`config.mk`:
```
export PLATFORM = sky130hd
export DESIGN_NAME = dhs_pos_track
export DESIGN_NICKNAME = d
export VERILOG_FILES = /design/src/design/dhs_pkg.sv /design/src/design/dhs_pos_track.sv
export SDC_FILE = /design/constraint.sdc
export NUM_CORES = 1
export LEC_CHECK = 0
export ABC_AREA = 1
export BUFFER_PORTS_ARGS = -buffer_cell sky130_fd_sc_hd__buf_2
export CAP_MARGIN = 20
export CORE_MARGIN = 4
export CORE_UTILIZATION = 53
export CTS_CLUSTER_DIAMETER = 50
export DETAILED_ROUTE_END_ITERATION = 12
export HOLD_SLACK_MARGIN = 0.08
export PLACE_DENSITY = 0.75
export SETUP_SLACK_MARGIN = 0.15
export SLEW_MARGIN = 20
export SYNTH_ARGS = -nofsm -noshare
export SYNTH_HDL_FRONTEND = slang
export SYNTH_SLANG_ARGS = --single-unit
```
`constraint.sdc`:
```
create_clock -name clk -period 2.4 [get_ports clk]
set_clock_uncertainty 0.1 [all_clocks]
set_input_delay 0.72 -clock clk [delete_from_list [all_inputs] [get_ports clk]]
set_output_delay 0.72 -clock clk [all_outputs]
set_load 0.01 [all_outputs]
```
`src/design/dhs_pkg.sv`:
```
// Package for the detection head sigmoid stream unit: widths, register codes,
// the position struct and the elaboration-time builder of the sigmoid table.
// No dependencies.
`timescale 1ns / 1ps

package dhs_pkg;

  localparam int TABLE_ENTRIES = 2048;
  localparam int TAB_AW        = $clog2(TABLE_ENTRIES);
  localparam int DATA_W        = 16;
  localparam int PLANE_W       = 17;
  localparam int CLASS_W       = 8;
  localparam int ANCHOR_W      = 4;
  localparam int PIXEL_W       = 16;
  localparam int CHAN_W        = 9;
  localparam int CFG_IDX_W     = 2;
  localparam int CFG_DATA_W    = 17;
  // Magnitude of the table argument, wide enough for 2048 and any table index.
  localparam int MAG_W         = 14;

  localparam logic [CFG_IDX_W-1:0] REG_PLANE_SIZE   = 2'd0;
  localparam logic [CFG_IDX_W-1:0] REG_CLASS_COUNT  = 2'd1;
  localparam logic [CFG_IDX_W-1:0] REG_ANCHOR_COUNT = 2'd2;

  localparam logic [PLANE_W-1:0]  PLANE_RESET  = 17'd169;
  localparam logic [CLASS_W-1:0]  CLASS_RESET  = 8'd80;
  localparam logic [ANCHOR_W-1:0] ANCHOR_RESET = 4'd3;

  localparam logic [DATA_W-1:0] SIG_ONE = 16'd4096;

  typedef struct packed {
    logic [ANCHOR_W-1:0] anchor;
    logic [CHAN_W-1:0]   channel;
    logic [PIXEL_W-1:0]  pixel;
    logic                act;
  } pos_t;

  typedef logic [DATA_W-1:0] sig_tab_t [TABLE_ENTRIES];

  // Restoring division, used only while the table is built at elaboration.
  function automatic logic [63:0] udiv64(input logic [63:0] num, input logic [63:0] den);
    logic [64:0] rem;
    logic [63:0] quo;
    rem = '0;
    quo = '0;
    for (int i = 63; i >= 0; i--) begin
      rem = {rem[63:0], num[i]};
      if (rem >= {1'b0, den}) begin
        rem    = rem - {1'b0, den};
        quo[i] = 1'b1;
      end
    end
    return quo;
  endfunction

  // Q62 product: (a * b) >> 62, by shift and add.
  function automatic logic [63:0] mul_q62(input logic [63:0] a, input logic [63:0] b);
    logic [127:0] acc;
    acc = '0;
    for (int j = 0; j < 64; j++) begin
      if (b[j]) begin
        acc = acc + ({64'd0, a} << j);
      end
    end
    return acc[125:62];
  endfunction

  // tab[k] = round(4096 / (1 + exp(-k/256))), all in integer arithmetic.
  function automatic sig_tab_t build_sig_tab();
    logic [63:0] one;
    logic [63:0] c;
    logic [63:0] term;
    logic [63:0] e;
    logic [63:0] d;
    sig_tab_t    t;
    one  = 64'h4000_0000_0000_0000;
    c    = one;
    term = one;
    e    = one;
    // Taylor series of exp(-1/256); the terms reach zero long before the bound.
    for (int k = 1; k < 32; k++) begin
      term = udiv64(term, 64'(256 * k));
      if (k[0]) begin
        c = c - term;
      end else begin
        c = c + term;
      end
    end
    for (int i = 0; i < TABLE_ENTRIES; i++) begin
      d    = (64'd1 << 40) + (e >> 22);
      t[i] = 16'(udiv64((64'd1 << 52) + (d >> 1), d));
      e    = mul_q62(e, c);
    end
    return t;
  endfunction

endpackage

```
`src/design/dhs_pos_track.sv`:
```
// Configuration registers and the pixel, channel and anchor position counters.
// Depends on dhs_pkg.
`timescale 1ns / 1ps

module dhs_pos_track (
  input  logic                               clk,
  input  logic                               rst,
  input  logic                               cfg_we,
  input  logic [dhs_pkg::CFG_IDX_W-1:0]      cfg_index,
  input  logic [dhs_pkg::CFG_DATA_W-1:0]     cfg_data,
  input  logic                               beat,
  input  logic                               last,
  output dhs_pkg::pos_t                      pos
);

  logic [dhs_pkg::PLANE_W-1:0]  plane_size;
  logic [dhs_pkg::CLASS_W-1:0]  class_count;
  logic [dhs_pkg::ANCHOR_W-1:0] anchor_count;

  logic [dhs_pkg::PIXEL_W-1:0]  pixel;
  logic [dhs_pkg::CHAN_W-1:0]   channel;
  logic [dhs_pkg::ANCHOR_W-1:0] anchor;
  logic [dhs_pkg::PIXEL_W-1:0]  pixel_next;
  logic [dhs_pkg::CHAN_W-1:0]   channel_next;
  logic [dhs_pkg::ANCHOR_W-1:0] anchor_next;

  logic [dhs_pkg::PLANE_W-1:0]  plane_eff;
  logic [dhs_pkg::PLANE_W-1:0]  pixel_inc;
  logic [dhs_pkg::CHAN_W-1:0]   group;
  logic [dhs_pkg::CHAN_W-1:0]   channel_inc;

  always_ff @(posedge clk) begin
    if (rst) begin
      plane_size   <= dhs_pkg::PLANE_RESET;
      class_count  <= dhs_pkg::CLASS_RESET;
      anchor_count <= dhs_pkg::ANCHOR_RESET;
    end else if (cfg_we) begin
      case (cfg_index)
        dhs_pkg::REG_PLANE_SIZE:   plane_size   <= cfg_data;
        dhs_pkg::REG_CLASS_COUNT:  class_count  <= cfg_data[dhs_pkg::CLASS_W-1:0];
        dhs_pkg::REG_ANCHOR_COUNT: anchor_count <= cfg_data[dhs_pkg::ANCHOR_W-1:0];
        default: ;
      endcase
    end
  end

  always_comb begin
    // A plane of zero pixels counts as one; plane sizes above 65536 count as 65536.
    if (plane_size == '0) begin
      plane_eff = 17'd1;
    end else if (plane_size[16] && (plane_size[15:0] != '0)) begin
      plane_eff = 17'h10000;
    end else begin
      plane_eff = plane_size;
    end
    pixel_inc   = {1'b0, pixel} + 17'd1;
    group       = {1'b0, class_count} + 9'd5;
    channel_inc = channel + 9'd1;

    pixel_next   = pixel;
    channel_next = channel;
    anchor_next  = anchor;
    if (last) begin
      pixel_next   = '0;
      channel_next = '0;
      anchor_next  = '0;
    end else if (pixel_inc >= plane_eff) begin
      pixel_next = '0;
      if (channel_inc >= group) begin
        channel_next = '0;
        if (anchor != 4'hF) begin
          anchor_next = anchor + 4'd1;
        end
      end else begin
        channel_next = channel_inc;
      end
    end else begin
      pixel_next = pixel_inc[dhs_pkg::PIXEL_W-1:0];
    end
  end

  always_ff @(posedge clk) begin
    if (rst) begin
      pixel   <= '0;
      channel <= '0;
      anchor  <= '0;
    end else if (beat) begin
      pixel   <= pixel_next;
      channel <= channel_next;
      anchor  <= anchor_next;
    end
  end

  always_comb begin
    pos.anchor  = anchor;
    pos.channel = channel;
    pos.pixel   = pixel;
    // Box size channels 2 and 3 pass; so does every anchor group past the count.
    pos.act     = (anchor < anchor_count) && ((channel < 9'd2) || (channel >= 9'd4));
  end

endmodule

```
==> run summary <==
status -> finished, violations left
failing checks -> setup timing
root buffer cell -> clkbuf_8
ys async rst share -> 0%
Clock Tree Buf Depth -> 2
Synth Register Bits -> 58
# clock sinks -> 58
die footprint -> 0.00909 mm^2
Post-Syn Instances -> 574
Worst-path clk slew -> 80 ps
port bufs -> 53
H-tree depth -> 3
CTS tree -> done
post-synthesis cell type count -> 45
multiplexer share of the synthesized area -> 0%
vias in the first global route -> 4276
first-pass GRT wire length -> 19500 um
Antenna Cells -> 0
Syn-to-layout area delta -> 43.7%
crit path from -> pixel[0]
critical path type -> reg -> reg
sequential area share after synthesis -> 28.7%
Total GRT Usage -> 27.4%
Congestion Overflow GR -> 0
hold_buf cts -> 0
period utilization -> 130%
Max Transition Viols Final -> 0
antenna violations before repair -> 0
total CTS buffers -> 9
r2r setup slk -> -730 ps
Routed Antenna Nets -> 0
combinational family with the most area after synthesis -> simple AND/OR/NAND/NOR gates
io pins -> 54
initial core utilization -> 55.2%
worst path required time -> 2540 ps
VDD IR max -> 0.400 mV
Ys Warns -> 0
PwrDens -> 448 mW/mm^2
Mapped Avg Cell Area -> 7.05 um^2
Post-synth top cells -> nand2_1, nor2_1, inv_1, dfxtp_1, ha_1
number of enable flip-flop cells after synthesis -> 0
Max Clk Rate -> 0.320 GHz
GRT Max-Usage Layer -> met2
met2 Usage GRT -> 45.2%
routing usage on met1 -> 34.9%
placeable core area -> 0.00733 mm^2
xor-xnor portion of the synthesized cell area -> 4.73%
Worst Path Arrival -> 3270 ps
compound-gate portion of the synthesized area -> 10.5%
simple-gate share of the synthesized area -> 37.4%
Final Setup Violations -> 30
DR WL/cell -> 16.2 um
sum of negative setup slack -> -19040 ps
clk_lat worst skew -> 360 ps
post-synth top area cell -> dfxtp_1
chip width -> 95.4 um
CP endpoint kind -> flop
Pwr Total -> 2.60 mW
Routed Wire Length -> 13700 um
drc violations -> 0
largest net degree at the start of global routing -> 30
Hold Slack -> 361 ps
crit path time final -> 3130 ps
Final Hold Fails -> 0
Hold Crit Start -> anchor_count[2]
worst slew pin tran -> 418 ps
setup ws final -> -727 ps
RSZ-0062 raised after global routing -> yes
Synth Net Count -> 631
DPL Wire Length -> 8500 um
fin nets -> 798
Crit Path Max Fanout -> 7
Synth area leaders -> dfxtp_1, nand2_1, ha_1
Startpoint Class -> flop
router iterations before antenna repair -> 7
Worst Hold Class -> reg -> reg
DRT iter0 DRCs -> 300
most common cell in the netlist -> nand2_1
worst rel slew slack -> 72.1%
cell row count -> 31
Die Ht -> 95.4 um
RePlAce Congestion -> 0.891
R2R Path Start -> pixel[0]
Yosys top cell area share -> 28.7%
P_leak -> 2.92 nW
share of cells above drive strength 1 -> 38.2%
dominant register cell in the synthesized netlist -> dfxtp_1
mapped cell area -> 0.00404 mm^2
Vias/cell -> 5.50
Adder-Cell Fraction of Synth Area -> 10.5%
Max Cap Viol -> 0
vias after detailed routing -> 4649
M3 GR Usage -> 5.37%
==> sequential cells by signal, summed over array words and instances, names as in the netlist <==
name	cells
anchor_count	4
plane_size	17
anchor	4
class_count	8
pixel	16
channel	9
==> logic make-up (layout without fill, tap and decap cells) <==
logic type,count (synthesis),count (layout)
adders and majority gates,34,34
DFF,58,58
xor gates and xnor gates,21,21
AOI/OAI and AO/OA,69,69
and+or+nand+nor,310,310
buffers and inverters,82,254
==> area by class of cell <==
cell class                      count  area (um^2)
Multi-Input combinational cell    434         2840
Fill cell                         470         1520
Timing Repair Buffer              169         1190
Sequential cell                    58         1170
Inverter                           69          260
Clock buffer                       11          141
Tap cell                           99          124
Clock inverter                      5         78.8
==> critical path, stage by stage, from the launching register on <==
cell	delay (ps)
dfxtp_4	390
ha_4	150
nand2_4	60
nor2_4	130
nand3_4	150
nor2_4	150
a21o_1	130
nand2_1	70
inv_1	150
ha_4	240
a21o_1	180
nor2_1	170
nand2_1	120
nand2_2	100
nand4_4	110
nor2_4	210
buf_12	160
nor2_4	60
nor2_1	110
nor2_1	60
==> where the power goes <==
group / switching [mW] / internal, mW
combinational: 0.312 / 0.231
sequential: 0.0310 / 1.00
clock: 0.416 / 0.611
==> through the flow <==
stage / util (%) / worst slack, ps / instance area [um^2] / cells
floorplan: - / -311 / 4090 / 574
global placement: 70.8 / -520 / 5190 / 812
detailed placement: 70.8 / -590 / 5190 / 812
CTS: 76.5 / -506 / 5610 / 844
global route: 79.3 / -800 / 5810 / 845
finish: 79.3 / -727 / 5810 / 845
==> timing repair <==
action                                 4_1_cts  5_1_grt
pin swaps                                   12        6
setup buffers                               16        0
gates cloned                                 0        1
gates resized for setup                     17       32
setup endpoints to repair                   30       30
endpoints found under the hold margin        0        0
==> path summary, 6_finish.rpt <==
check / to / depth (start not counted)
hold / removal: anchor_count[2] / 2
setup reg to reg: channel[0] / 19
setup / recovery: channel[0] / 19
hold reg to reg: anchor_count[2] / 2
==> cell usage in the layout, fill, tap and decap left out, types with 7 or more instances in the layout <==
cell type,instances
o21ai_0,27
inv_2,7
nor2_4,8
nand2_2,8
dfxtp_1,53
xor2_1,16
nand3_1,20
nand2_1,131
buf_2,53
ha_4,9
clkbuf_8,10
buf_4,111
nor2_1,77
ha_1,24
inv_1,58
nand3_2,15
a21oi_1,14
nand4_1,11
a21oi_2,15
==> layer usage <==
layer	vias up	wire length, um
li1	2202	-
met1	2147	5450
met2	242	6620
met3	58	1070
met4	0	531
met5	-	0
Power figures use the tool's default switching activity.
